File: config.mk
export PLATFORM = sky130hd
export DESIGN_NAME = ilw_scale
export DESIGN_NICKNAME = d
export VERILOG_FILES = /design/src/hdl/ilw_pkg.sv /design/src/hdl/ilw_scale.sv
export SDC_FILE = /design/constraint.sdc
export NUM_CORES = 1
export LEC_CHECK = 0
export BUFFER_PORTS_ARGS = -buffer_cell sky130_fd_sc_hd__buf_2
export CORE_MARGIN = 1.5
export CORE_UTILIZATION = 35
export DETAILED_ROUTE_END_ITERATION = 10
export GPL_ROUTABILITY_DRIVEN = 0
export HOLD_SLACK_MARGIN = 0.08
export PLACE_DENSITY = 0.64
export SLEW_MARGIN = 10
export SYNTH_ARGS = -nofsm -noshare
export SYNTH_HDL_FRONTEND = slang
export SYNTH_SLANG_ARGS = --single-unit
File: constraint.sdc
create_clock -name clk -period 3.62 [get_ports clk]
set_input_delay 0.543 -clock clk [delete_from_list [all_inputs] [get_ports clk]]
set_output_delay 0.543 -clock clk [all_outputs]
set_load 0.02 [all_outputs]
File: src/hdl/ilw_pkg.sv
// Shared constants, types and codes of the interpolated curve waveshaper.
package ilw_pkg;

  // Number of curve table entries, and the widths that follow from it.
  localparam int TABLE_ENTRIES = 257;
  localparam int TBL_LAST      = TABLE_ENTRIES - 1;
  localparam int TBL_AW        = $clog2(TABLE_ENTRIES);
  localparam int IDXH_W        = TBL_AW + 2;

  // Fixed-point formats.
  localparam int FRAC_BITS = 15;
  localparam int MAG_W     = 17;
  localparam int VAL_W     = 16;
  localparam int POS_W     = MAG_W + TBL_AW;
  localparam int PROD_W    = 33;
  localparam int SUM_W     = 18;

  localparam logic [MAG_W-1:0] ONE_Q15 = MAG_W'(32768);

  typedef enum logic {
    CMD_LOAD   = 1'b0,
    CMD_SAMPLE = 1'b1
  } cmd_t;

  // Word leaving the scaling stages toward the table.
  typedef struct packed {
    logic                  is_sample;
    logic                  wen;
    logic [TBL_AW-1:0]     waddr;
    logic [VAL_W-1:0]      wdata;
    logic [TBL_AW-1:0]     idx0;
    logic [TBL_AW-1:0]     idx1;
    logic [FRAC_BITS-1:0]  frac;
    logic                  neg;
  } scale_word_t;

  // Word leaving the table stage toward the interpolator.
  typedef struct packed {
    logic [VAL_W-1:0]      t0;
    logic [VAL_W-1:0]      t1;
    logic [FRAC_BITS-1:0]  frac;
    logic                  neg;
  } tbl_word_t;

endpackage

File: src/hdl/ilw_scale.sv
// Clamp, magnitude and table position stages of the waveshaper.
module ilw_scale
  import ilw_pkg::*;
(
  input  logic                 clk,
  input  logic                 rst_n,
  input  logic                 up_valid,
  output logic                 up_rdy,
  input  logic                 cmd,
  input  logic [8:0]           table_index,
  input  logic [VAL_W-1:0]     table_value,
  input  logic signed [17:0]   sample_in,
  output logic                 dn_valid,
  input  logic                 dn_rdy,
  output scale_word_t          dn_word
);

  localparam logic [IDXH_W-1:0] LAST_HI  = IDXH_W'(TBL_LAST);
  localparam logic [TBL_AW-1:0] LAST_IDX = TBL_AW'(TBL_LAST);
  localparam logic [TBL_AW-1:0] SCALE    = TBL_AW'(TBL_LAST);

  // First stage: clamped magnitude and load fields.
  logic                 v1_r, v1_nxt;
  logic                 smp1_r, wen1_r;
  logic [TBL_AW-1:0]    waddr1_r;
  logic [VAL_W-1:0]     wdata1_r;
  logic [MAG_W-1:0]     mag1_r;
  logic                 neg1_r;

  // Second stage: table position.
  logic                 v2_r, v2_nxt;
  scale_word_t          w2_r;

  logic                 rdy1, rdy2;
  logic [31:0]          tidx_ext;
  logic                 wen_c;
  logic signed [17:0]   abs_c;
  logic [MAG_W-1:0]     mag_c;
  logic [POS_W-1:0]     pos_c;
  logic [IDXH_W-1:0]    idx_hi_c;
  logic [TBL_AW-1:0]    idx0_c, idx1_c;
  scale_word_t          w2_nxt;

  assign rdy2   = !v2_r || dn_rdy;
  assign rdy1   = !v1_r || rdy2;
  assign up_rdy = rdy1;

  always_comb begin
    tidx_ext = 32'(table_index);
    wen_c    = (cmd == CMD_LOAD) && (tidx_ext < 32'(TABLE_ENTRIES));
    abs_c    = sample_in[17] ? -sample_in : sample_in;
    if (sample_in > 18'sd32768 || sample_in < -18'sd32768) begin
      mag_c = ONE_Q15;
    end else begin
      mag_c = abs_c[MAG_W-1:0];
    end
    v1_nxt = rdy1 ? up_valid : v1_r;
  end

  always_ff @(posedge clk) begin
    if (!rst_n) begin
      v1_r <= 1'b0;
    end else begin
      v1_r <= v1_nxt;
    end
    if (rdy1) begin
      smp1_r   <= (cmd == CMD_SAMPLE);
      wen1_r   <= wen_c;
      waddr1_r <= tidx_ext[TBL_AW-1:0];
      wdata1_r <= table_value;
      mag1_r   <= mag_c;
      neg1_r   <= sample_in[17];
    end
  end

  // Position = magnitude * (entries - 1); the integer part is the index.
  always_comb begin
    pos_c    = POS_W'(mag1_r) * POS_W'(SCALE);
    idx_hi_c = pos_c[POS_W-1:FRAC_BITS];
    idx0_c   = (idx_hi_c >= LAST_HI) ? LAST_IDX : idx_hi_c[TBL_AW-1:0];
    idx1_c   = (idx0_c == LAST_IDX) ? LAST_IDX : idx0_c + TBL_AW'(1);
    w2_nxt.is_sample = smp1_r;
    w2_nxt.wen       = wen1_r;
    w2_nxt.waddr     = waddr1_r;
    w2_nxt.wdata     = wdata1_r;
    w2_nxt.idx0      = idx0_c;
    w2_nxt.idx1      = idx1_c;
    w2_nxt.frac      = pos_c[FRAC_BITS-1:0];
    w2_nxt.neg       = neg1_r;
    v2_nxt = rdy2 ? v1_r : v2_r;
  end

  always_ff @(posedge clk) begin
    if (!rst_n) begin
      v2_r <= 1'b0;
    end else begin
      v2_r <= v2_nxt;
    end
    if (rdy2) begin
      w2_r <= w2_nxt;
    end
  end

  assign dn_valid = v2_r;
  assign dn_word  = w2_r;

endmodule

==> results.json <==
{
  "synth_top_family_by_area": "simple AND/OR/NAND/NOR gates",
  "start_util_pct": 36.52,
  "path_delay_family": "simple AND/OR/NAND/NOR gates",
  "ys.flop_type": "edfxtp_1",
  "worstSkewPairLatency_ps": 360,
  "synth.distinct_cells": 38,
  "worstPathCellList": "buf_2, inv_1, ha_1, or4b_1, o41ai_2, xor2_1, nor2_1",
  "firstDrtPassIters": 4,
  "use_met1_pct": 14.71,
  "period_share_pct": 55.98,
  "start_kind": "input port",
  "synthAdderAreaFrac_pct": 0.9823,
  "routedWlPerCell_um": 13.69,
  "cp_max_fo": 6,
  "max_slew.worst_pin.slew_ps": 1079,
  "dieWidth_um": 107.5,
  "required_ps": 3730,
  "clk_pin_slew_ps": 100,
  "clock.fmax_mhz": 493.5,
  "async_reset_ff_share_pct": 0,
  "syn_inst": 229,
  "drive_above_1_share_pct": 38.12,
  "setup_viol": 0,
  "num_vias": 2144,
  "grt_max_degree": 54,
  "synthSimpleGateAreaFrac_pct": 8.841,
  "synth_compound_area_share_pct": 4.355,
  "numClockSinks": 100,
  "fin_skew_ps": 8.448,
  "antenna_cells": 0,
  "r2r-start": "mag1_r[15]",
  "synth-xor-area-share_pct": 4.126,
  "rows": 37,
  "htreeDepth": 3,
  "p_seq_share_pct": 61.0,
  "dp_cells": 461,
  "p_clk_share_pct": 30.1,
  "synth_edf_count": 98,
  "grt_usage_pct": 11.45,
  "drtAntennaViolNets": 0,
  "grt_overflow": 0,
  "drt_iter0_markers": 79,
  "max_stage_delay_ps": 590,
  "core_mm2": 0.01046,
  "io_pins": 111,
  "r2r-end": "dn_word[20]",
  "cts.hold.buffers_added": 0,
  "maxSlewHeadroom_pct": 27.94,
  "hold_end": "wdata1_r[0]",
  "hold_path.startpoint": "table_value[0]",
  "synthesis.area_mm2": 0.003821,
  "yosys-top-cells-count": "98 x edfxtp_1, 20 x nor2_1, 17 x xor2_1",
  "die_y_um": 107.5,
  "vias_per_cell": 4.495,
  "synthMuxAreaShare_pct": 0.2620,
  "power_leakage_nw": 1.952,
  "antenna_found_initial": 0,
  "die_area_mm2": 0.01155,
  "dp_hpwl_mm": 4.676,
  "yosys.area.top_type": "edfxtp_1",
  "ir_worst_vdd_mv": 0.1822,
  "p_per_area_mw_per_mm2": 484.8,
  "layout.nets": 387,
  "endpoint_kind": "flip-flop",
  "setup_slack_ps": 1594,
  "root_buffer": "clkbuf_8",
  "status": "completed",
  "drt-total-wl_mm": 6.532,
  "netlist.area_leader.share_pct": 77.01,
  "ys.warnings.count": 0,
  "cts_tree": "built",
  "swShare_pct": 25.13,
  "instances_no_fill": 477,
  "pwr-share-comb_pct": 8.9,
  "globalRouteMet3Util_pct": 3.753,
  "grt_pass1_vias": 2040,
  "hp-class": "in2reg",
  "tns_ps": 0,
  "avgSynthCellArea_um2": 16.69,
  "r2r_setup_slack_ps": 1760,
  "synth_area_leaders": "edfxtp_1 77%, xor2_1 3.9%, nor2_1 2.0%, buf_4 1.6%, dfxtp_1 1.0%",
  "grt_use_met2_pct": 17.70,
  "cts_resized": 0,
  "synth_seq_cells": 100,
  "grt_pass1_wl_mm": 9.942,
  "seq_area_frac_synth_pct": 78.06,
  "cp_slowest_cell": "or4b_1",
  "maxSlewViolCount": 0,
  "hold_violations": 0,
  "critPathBufInv": 2,
  "numCtsBuffers": 9,
  "busiest_layer": "met2",
  "min_period_ps": 2026,
  "area_growth_pct": 21.28,
  "rsz0062_at_grt": "no",
  "internal-power_mw": 1.682,
  "worstSetupPathType": "in2reg",
  "cts_setup_buffers": 0,
  "portBuffers": 102,
  "cap_violations": 0,
  "reg2reg_depth": 7,
  "drcViolationCount": 0,
  "switchingPower_mw": 0.5646,
  "whs_path_depth": 1,
  "arrival_ps": 2130,
  "clockBufferDepth": 2,
  "yosysMostFrequentCell": "edfxtp_1",
  "post-place-ws_ps": 1197
}
==> state kept, by name (all words and copies together), names as in the netlist <==
register,count
waddr1_r,9
dn_word,53
v1_r,1
dn_valid,1
mag1_r,17
wdata1_r,16
neg1_r,1
smp1_r,1
wen1_r,1
==> cell usage in the layout (no fill, tap or decap), types with 5 or more instances in the layout <==
| cell | count |
|---|---|
| buf_2 | 102 |
| edfxtp_1 | 98 |
| nor2_1 | 20 |
| xor2_1 | 17 |
| conb_1 | 9 |
| clkbuf_8 | 9 |
| nand2_1 | 6 |
| inv_1 | 6 |
| and2_1 | 6 |
| nand3_1 | 5 |
| o21ai_0 | 5 |
==> metrics by stage <==
| stage | utilization [%] | cell area [um^2] | power (mW) | hold slack (ps) |
|---|---|---|---|---|
| after floorplan | - | 3851 | 1.519 | 400.3 |
| after global placement | 42.50 | 4447 | 1.596 | 400.9 |
| after detailed placement | 42.50 | 4447 | 1.601 | 404.5 |
| after CTS | 44.30 | 4634 | 2.275 | 332.3 |
| after global routing | 44.30 | 4634 | 2.345 | 321.6 |
| final | 44.30 | 4634 | 2.247 | 352.3 |
==> area by class of cell <==
cell class,instances,area [um^2]
tap,136,170.2
clock buffer,9,123.9
multi-input combinational,114,745.7
sequential,100,2983
clock inverter,7,63.81
fill,965,5828
timing repair buffer,103,518.0
inverter,8,30.03
==> metal layers <==
layer	part of all wire [%]	vias to the layer above
li1	-	1048
met1	46	994
met2	44	93
met3	9.2	9
met4	1.7	0
met5	0	-
==> power groups by stage <==
stage | Sequential [mW] | Clock [mW] | Combinational [mW]
floorplan | 1.45 | 0 | 0.0708
global placement | 1.40 | 0 | 0.199
detailed placement | 1.40 | 0 | 0.201
CTS | 1.37 | 0.700 | 0.201
global route | 1.38 | 0.748 | 0.217
finish | 1.37 | 0.677 | 0.199
==> cell families after synthesis <==
| kind of cell | after synthesis |
|---|---|
| buffers and inverters | 23 |
| AND/OR/NAND/NOR | 63 |
| other | 1 |
| flip-flops | 100 |
| adder cells (fa/ha/maj) | 3 |
| multiplexers | 1 |
| AO/OA/AOI/OAI | 20 |
| XOR/XNOR | 18 |
==> worst max-delay path by stage <==
stage	start	depth (start not counted)	end
global route	sample_in[0]	7	mag1_r[10]
floorplan	dn_rdy	2	up_rdy
global placement	sample_in[0]	7	mag1_r[14]
finish	sample_in[0]	7	mag1_r[14]
detailed placement	sample_in[0]	7	mag1_r[14]
CTS	sample_in[0]	7	mag1_r[14]
(Power assumes the default switching activity.)
