`config.mk`:
```
export PLATFORM = sky130hd
export DESIGN_NAME = ilw_interp
export DESIGN_NICKNAME = d
export VERILOG_FILES = /design/src/hdl/ilw_pkg.sv /design/src/hdl/ilw_interp.sv
export SDC_FILE = /design/constraint.sdc
export NUM_CORES = 1
export LEC_CHECK = 0
export ABC_AREA = 1
export BUFFER_PORTS_ARGS = -buffer_cell sky130_fd_sc_hd__buf_2
export CORE_MARGIN = 2
export CORE_UTILIZATION = 60
export DETAILED_ROUTE_END_ITERATION = 8
export GPL_ROUTABILITY_DRIVEN = 0
export PLACE_DENSITY_LB_ADDON = 0.15
export SETUP_SLACK_MARGIN = 0.1
export SYNTH_ARGS = -nofsm -noshare
export SYNTH_HDL_FRONTEND = slang
export SYNTH_SLANG_ARGS = --single-unit
```
`constraint.sdc`:
```
create_clock -name clk -period 9.4 [get_ports clk]
set_clock_uncertainty 0.05 [all_clocks]
set_input_delay 0.94 -clock clk [delete_from_list [all_inputs] [get_ports clk]]
set_output_delay 0.94 -clock clk [all_outputs]
set_load 0.01 [all_outputs]
```
`src/hdl/ilw_pkg.sv`:
```
// Shared constants, types and codes of the interpolated curve waveshaper.
package ilw_pkg;

  // Number of curve table entries, and the widths that follow from it.
  localparam int TABLE_ENTRIES = 257;
  localparam int TBL_LAST      = TABLE_ENTRIES - 1;
  localparam int TBL_AW        = $clog2(TABLE_ENTRIES);
  localparam int IDXH_W        = TBL_AW + 2;

  // Fixed-point formats.
  localparam int FRAC_BITS = 15;
  localparam int MAG_W     = 17;
  localparam int VAL_W     = 16;
  localparam int POS_W     = MAG_W + TBL_AW;
  localparam int PROD_W    = 33;
  localparam int SUM_W     = 18;

  localparam logic [MAG_W-1:0] ONE_Q15 = MAG_W'(32768);

  typedef enum logic {
    CMD_LOAD   = 1'b0,
    CMD_SAMPLE = 1'b1
  } cmd_t;

  // Word leaving the scaling stages toward the table.
  typedef struct packed {
    logic                  is_sample;
    logic                  wen;
    logic [TBL_AW-1:0]     waddr;
    logic [VAL_W-1:0]      wdata;
    logic [TBL_AW-1:0]     idx0;
    logic [TBL_AW-1:0]     idx1;
    logic [FRAC_BITS-1:0]  frac;
    logic                  neg;
  } scale_word_t;

  // Word leaving the table stage toward the interpolator.
  typedef struct packed {
    logic [VAL_W-1:0]      t0;
    logic [VAL_W-1:0]      t1;
    logic [FRAC_BITS-1:0]  frac;
    logic                  neg;
  } tbl_word_t;

endpackage

```
`src/hdl/ilw_interp.sv`:
```
// Linear interpolation, saturation and sign restore stages, ending in the output register.
module ilw_interp
  import ilw_pkg::*;
(
  input  logic                    clk,
  input  logic                    rst_n,
  input  logic                    up_valid,
  output logic                    up_rdy,
  input  tbl_word_t               up_word,
  output logic                    out_valid,
  input  logic                    out_stall,
  output logic signed [MAG_W-1:0] out_sample
);

  logic                     v4_r, v4_nxt;
  logic signed [PROD_W-1:0] prod4_r;
  logic [VAL_W-1:0]         t04_r;
  logic                     neg4_r;

  logic                     v5_r, v5_nxt;
  logic signed [MAG_W-1:0]  res5_r;

  logic                     rdy4, rdy5;
  logic signed [MAG_W-1:0]  diff_c;
  logic signed [VAL_W-1:0]  frac_s;
  logic signed [PROD_W-1:0] prod_c;
  logic signed [SUM_W-1:0]  t0_s, step_s, sum_c;
  logic [MAG_W-1:0]         mag_c;
  logic signed [MAG_W-1:0]  res_c;

  assign rdy5   = !v5_r || !out_stall;
  assign rdy4   = !v4_r || rdy5;
  assign up_rdy = rdy4;

  // Slope times fraction; the fraction is a non-negative 15-bit value.
  always_comb begin
    diff_c = $signed({1'b0, up_word.t1}) - $signed({1'b0, up_word.t0});
    frac_s = $signed({1'b0, up_word.frac});
    prod_c = PROD_W'(diff_c) * PROD_W'(frac_s);
    v4_nxt = rdy4 ? up_valid : v4_r;
  end

  always_ff @(posedge clk) begin
    if (!rst_n) begin
      v4_r <= 1'b0;
    end else begin
      v4_r <= v4_nxt;
    end
    if (rdy4) begin
      prod4_r <= prod_c;
      t04_r   <= up_word.t0;
      neg4_r  <= up_word.neg;
    end
  end

  // The arithmetic shift floors the step toward minus infinity.
  always_comb begin
    t0_s   = $signed({2'b00, t04_r});
    step_s = prod4_r[PROD_W-1:FRAC_BITS];
    sum_c  = t0_s + step_s;
    if (sum_c > $signed({1'b0, ONE_Q15})) begin
      mag_c = ONE_Q15;
    end else if (sum_c < 0) begin
      mag_c = '0;
    end else begin
      mag_c = sum_c[MAG_W-1:0];
    end
    res_c  = neg4_r ? -$signed(mag_c) : $signed(mag_c);
    v5_nxt = rdy5 ? v4_r : v5_r;
  end

  always_ff @(posedge clk) begin
    if (!rst_n) begin
      v5_r <= 1'b0;
    end else begin
      v5_r <= v5_nxt;
    end
    if (rdy5) begin
      res5_r <= res_c;
    end
  end

  assign out_valid  = v5_r;
  assign out_sample = res5_r;

endmodule

```
==> impl_metrics.toml, run 1 <==
[flow_run]
reported_max_cap_violation_count = 0

[global_route]
maximum_number_of_pins_on_one_net_before_global_route_repair = 38
grt_pass1_vias = 11500
gr-usage-met2_pct = 49.0
grt_first_pass_wirelength_um = 55300
most_utilized_layer_in_the_global_route_result = "met2"
grt_usage_pct = 29.4
groute.layer.met1.usage_pct = 37.4
total_congestion_overflow_after_global_routing = 0
grt.met3_usage_pct = 3.34
antenna_violations_before_repair = 0

[floorplan]
die_area_um2 = 24100
top_level_ports = 71
die_height_um = 155
initial_utilization_pct = 60.9
dieWidth_um = 155
row_count = 55
core-area_um2 = 22500

[clock_tree]
cts-hold-fix-buffers = 0
cts-root-to-sink-buffers = 2
cts_root_buf = "clkbuf_16"
num_clock_sinks = 54
cts_max_level = 2
cts-buffers-inserted = 5
cts.reportedPaths.clkPinSlew_ns = 0.07
cts_post_setup_buffers_inserted = 0
insertion_delay_to_the_later_sink_of_the_worst_skew_pair_ns = 0.29
cts_tree = "built"
cts_resizes = 0

[place]
dp.final_hpwl_um = 29500
port-buffer-count = 70

[yosys]
syn_area_um2 = 13700
flop_and_latch_count_out_of_synthesis = 54
netlist_top_cells_area = "fa_1 38%, inv_1 12%, edfxtp_1 11%, ha_1 10%, nand2_1 8.1%"
main_combinational_cell_family_by_area_after_synthesis = "adder cells"
ys_seq_area_share_pct = 11.7
post_synth_and_or_nand_nor_area_fraction_pct = 19.1
synthesized_area_fraction_occupied_by_ao_oa_aoi_and_oai_cells_pct = 5.26
synth_cells = 1673
edff_count_synth = 52
most_instantiated_flip_flop_cell_in_the_synthesis_netlist = "edfxtp_1"
synth-warning-count = 0
syn-mean-instance-area_um2 = 8.19
post-synth-top-area-cell = "fa_1"
post_synth_xor_area_fraction_pct = 2.73
synth.distinct_cells = 50
share_of_yosys_cell_area_claimed_by_the_top_area_cell_type_pct = 38.0
synth_fa_ha_area_share_pct = 48.4
postSynthNetCount = 2099
muxShareOfSynthArea_pct = 0
ys_async_sr_fraction_pct = 0

[critical_path]
crit_path_top_delay_cell = "fa_1"
crit_path_frequent_cell = "nand2_1"
worst-path-buf-inv = 6
critical-path-max-stage-delay_ns = 0.65
crit_path_end_kind = "register"
crit_type = "in2reg"
timing.rr.start = "t04_r[0]"
cp-startpoint = "up_word[16]"
data_arrival_time_at_the_worst_slack_endpoint_ns = 8.78
crit_required_ns = 9.36
setup.reg_to_reg.worst_slack_ns = 6.00
timing.critical_path.from_type = "input pin"
critical_path_peak_fanout = 8
critical_path.top_delay_family = "adder cells"

[worst_hold_path]
holdCritStartpoint = "v4_r"
holdCritPathClass = "reg2reg"

[routing]
routed_wire_length_um = 33600
detail_route.wl_per_cell_um = 16.7
first_iter_violations = 656
detailroute.via_count = 10900
drc = 0
ant_nets = 0
route.detailed.vias_per_inst = 5.42
drt_pre_antenna_iters = 6

[sta]
final_hold_violating_endpoints = 0
max_clock_freq_mhz = 113
timing.final.crit_period_ns = 8.82
setup_viols_final = 0
final_tns_setup_ns = 0
slew_headroom_pct = 35.3
grt_setup_unrepaired = "no"
maxSlewViolCount = 0
share_of_the_cycle_needed_by_the_critical_path_after_routing_pct = 93.9
tightestPinTransition_ns = 0.964

[layout]
final_cell_mix = "424 x inv_1, 297 x nand2_1, 260 x fa_1"
layout-drive-gt1-share_pct = 8.50
mostFrequentLayoutCell = "inv_1"
synthToLayoutAreaGrowth_pct = 5.93
nNetsFinal = 2155
antenna_cells_inserted = 0

[status]
status = "finished clean"
[through the flow]
step	utilization (%)	worst slack, ns	cells	hold WS [ns]	cell area (um2)
2_1_floorplan	-	1.57	1673	0.377	13700
3_3_place_gp	63.7	0.406	2007	0.395	14300
3_5_place_dp	63.7	0.367	2007	0.401	14300
4_1_cts	64.5	0.629	2015	0.411	14500
5_1_grt	64.5	0.127	2015	0.470	14500
6_report	64.5	0.577	2015	0.411	14500
[layout make-up]
type | count | area, um2
well taps | 285 | 357
inverters | 432 | 1620
repair buffers | 78 | 410
clock buffers | 6 | 129
multi-input cells | 1158 | 10400
clock inverters | 2 | 37.5
fillers | 1953 | 7990
flip-flops and latches | 54 | 1600
[worst register-to-register path: cells and delay by family, from the launching register on]
kind,cells,cell delay [ns]
simple gates,14,1.61
fa+ha+maj,3,0.91
flops,1,0.40
xor+xnor,1,0.17
[registers in the layout, summed over array words and instances (netlist names)]
signal,flops
neg4_r,1
prod4_r,18
out_valid,1
t04_r,16
out_sample,17
v4_r,1
[cell usage after synthesis, types with 7 or more instances]
library cell and instances:
nand4_1 12, nand2_1 297, ha_1 114, o21ai_1 8, nand3b_1 7, nand3_1 65
inv_1 424, fa_1 260, xor2_1 24, o21ai_0 30, nand2_2 17, edfxtp_1 52
or2_2 14, nor2_1 178, xnor2_1 15, clkbuf_1 22, a21oi_1 59
[cells by family (layout without fill, tap and decap cells)]
family / count (synthesis) / count (layout)
compound gates: 127 / 127
flops: 54 / 54
fa+ha+maj: 374 / 374
xor+xnor: 41 / 41
buf+inv: 461 / 518
simple gates: 616 / 616
[layer usage]
layer / share of wire, % / vias to the layer above / wire, um
li1: - / 5123 / -
met1: 41 / 5288 / 13800
met3: 5.7 / 121 / 1930
met2: 47 / 384 / 15600
met4: 6.7 / 0 / 2270
met5: 0 / - / 0
[path summary, 6_finish.rpt]
path / to / depth (start not counted)
setup / recovery: prod4_r[32] / 36
hold / removal: out_valid / 2
setup reg to reg: out_sample[6] / 18
hold reg to reg: out_valid / 2
Power of run 1 is not shown: default switching activity piles up to over one toggle a cycle in this logic, so the estimate is an artifact.
==> run 2, diff against run 1 <==
CORE_UTILIZATION = 40   (was 60)
GPL_TIMING_DRIVEN = 0   (was unset)
==> run 2 against run 1 <==
Net effect:
- global-route usage is 7.6 points lower
- register-to-register slack worse by 0.06 ns
- die area is 49% higher
- fmax is 1.4% higher
- wire length is 9.8% higher
- critical path depth is 1 lower
- final cell count is 8.9% higher
- critical path type unchanged
- critical endpoint is now prod4_r[29]
==> impl_metrics.toml, run 2 (synthesis gave the netlist of run 1 again) <==
[critical_path]
timing.critical_path.from_type = "input pin"
data_arrival_time_at_the_worst_slack_endpoint_ns = 8.70
crit_path_top_delay_cell = "fa_1"
crit_type = "in2reg"
critical-path-max-stage-delay_ns = 0.56
critical_path_peak_fanout = 8
critical_path.top_delay_family = "adder cells"
crit_path_frequent_cell = "nand2_1"
crit_path_end_kind = "register"
worst-path-buf-inv = 5
crit_required_ns = 9.39

[routing]
drt_pre_antenna_iters = 5
detailroute.via_count = 10800
ant_nets = 0
first_iter_violations = 539
detail_route.wl_per_cell_um = 16.8
route.detailed.vias_per_inst = 4.93
drc = 0
routed_wire_length_um = 36900

[sta]
grt_setup_unrepaired = "no"
final_hold_violating_endpoints = 0
max_clock_freq_mhz = 115
maxSlewViolCount = 0
timing.final.crit_period_ns = 8.70
tightestPinTransition_ns = 0.972
final_tns_setup_ns = 0
setup_viols_final = 0
share_of_the_cycle_needed_by_the_critical_path_after_routing_pct = 92.6
slew_headroom_pct = 34.7
whs_ns = 0.409

[global_route]
grt_usage_pct = 21.8
maximum_number_of_pins_on_one_net_before_global_route_repair = 36
antenna_violations_before_repair = 0
total_congestion_overflow_after_global_routing = 0
grt_pass1_vias = 11400
grt_first_pass_wirelength_um = 60500

[layout]
synthToLayoutAreaGrowth_pct = 7.80
num-fill-cells = 3455
sequential_standard_cell_area_um2 = 1600
layout-drive-gt1-share_pct = 8.24
nNetsFinal = 2172
fin_util_pct = 43.9
final_cell_mix = "424 x inv_1, 297 x nand2_1, 260 x fa_1"
antenna_cells_inserted = 0
mostFrequentLayoutCell = "inv_1"
multi_input_comb_area_um2 = 10400
largest_reg_flops = 18
largest_register = "prod4_r"

[worst_hold_path]
holdCritPathClass = "reg2reg"

[status]
status = "finished clean"

[place]
port-buffer-count = 65
dp.final_hpwl_um = 32400

[clock_tree]
cts_root_buf = "clkbuf_16"
cts-hold-fix-buffers = 0
cts-buffers-inserted = 5
cts-root-to-sink-buffers = 2
num_clock_sinks = 54
insertion_delay_to_the_later_sink_of_the_worst_skew_pair_ns = 0.30
cts_max_level = 2
cts_tree = "built"
cts.reportedPaths.clkPinSlew_ns = 0.07

[floorplan]
initial_utilization_pct = 40.8
die_area_um2 = 35700
die_height_um = 189
top_level_ports = 71
dieWidth_um = 189
row_count = 67
core-area_um2 = 33600

[flow_run]
reported_max_cap_violation_count = 0
run 2: changes by cell type in the layout (fill, tap and decap cells not counted), moves of 2 or more:
cell | previous run | this run
buf_4 | 8 | 1
clkbuf_1 | 1 | 22
inv_6 | 0 | 2
buf_6 | 0 | 2
run 2: cell type report:
type / count / area share, %
multi-input cells: 1158 / 70.1
inverters: 432 / 11.0
flip-flops and latches: 54 / 10.8
well taps: 448 / 3.80
repair buffers: 66 / 2.34
plain buffers: 29 / 0.898
clock buffers: 5 / 0.847
clock inverters: 3 / 0.153
run 2: metrics by stage:
step	cell area, um2	instances	worst slack [ns]
after CTS	14800	2195	0.530
after detailed placement	14600	2187	0.260
after global placement	14600	2186	0.412
final	14800	2195	0.697
after global routing	14800	2195	0.211
after floorplan	13700	1673	1.57
run 2: repair_timing:
action | in CTS | in global routing
resized for setup | 0 | 1
hold endpoints to repair | 0 | 0
setup buffers | 0 | 0
setup endpoints to repair | 0 | 1
run 2: final timing paths:
check / startpoint / to / slack, ns / depth (start not counted)
min reg2reg: v4_r / out_valid / 0.41 / 2
max: up_word[32] / prod4_r[29] / 0.70 / 35
max reg2reg: prod4_r[15] / out_sample[12] / 5.94 / 23
min: v4_r / out_valid / 0.41 / 2
run 2: routing by layer:
layer,wire length [um],global-route usage (%)
met5,0,0
met4,708,4.03
met3,1880,2.82
met2,17500,37.3
met1,16700,30.0
run 2: worst register-to-register path, stage by stage, from the launching register on:
cell,delay (ns)
edfxtp_1,0.39
ha_1,0.25
fa_1,0.41
nand2_1,0.10
nand2_2,0.09
nand3_2,0.10
nand2_1,0.09
nand2_1,0.07
nand2_1,0.07
nor2_2,0.12
nand3_1,0.08
nor2_1,0.11
nand4_1,0.13
nand2_4,0.13
buf_6,0.15
buf_4,0.17
nand2_1,0.08
ha_1,0.23
nand2_2,0.11
nor2_4,0.05
nand3_2,0.07
nand2_2,0.05
nand2_1,0.06
nand2_1,0.05
Power of run 2 is left out for the same reason.
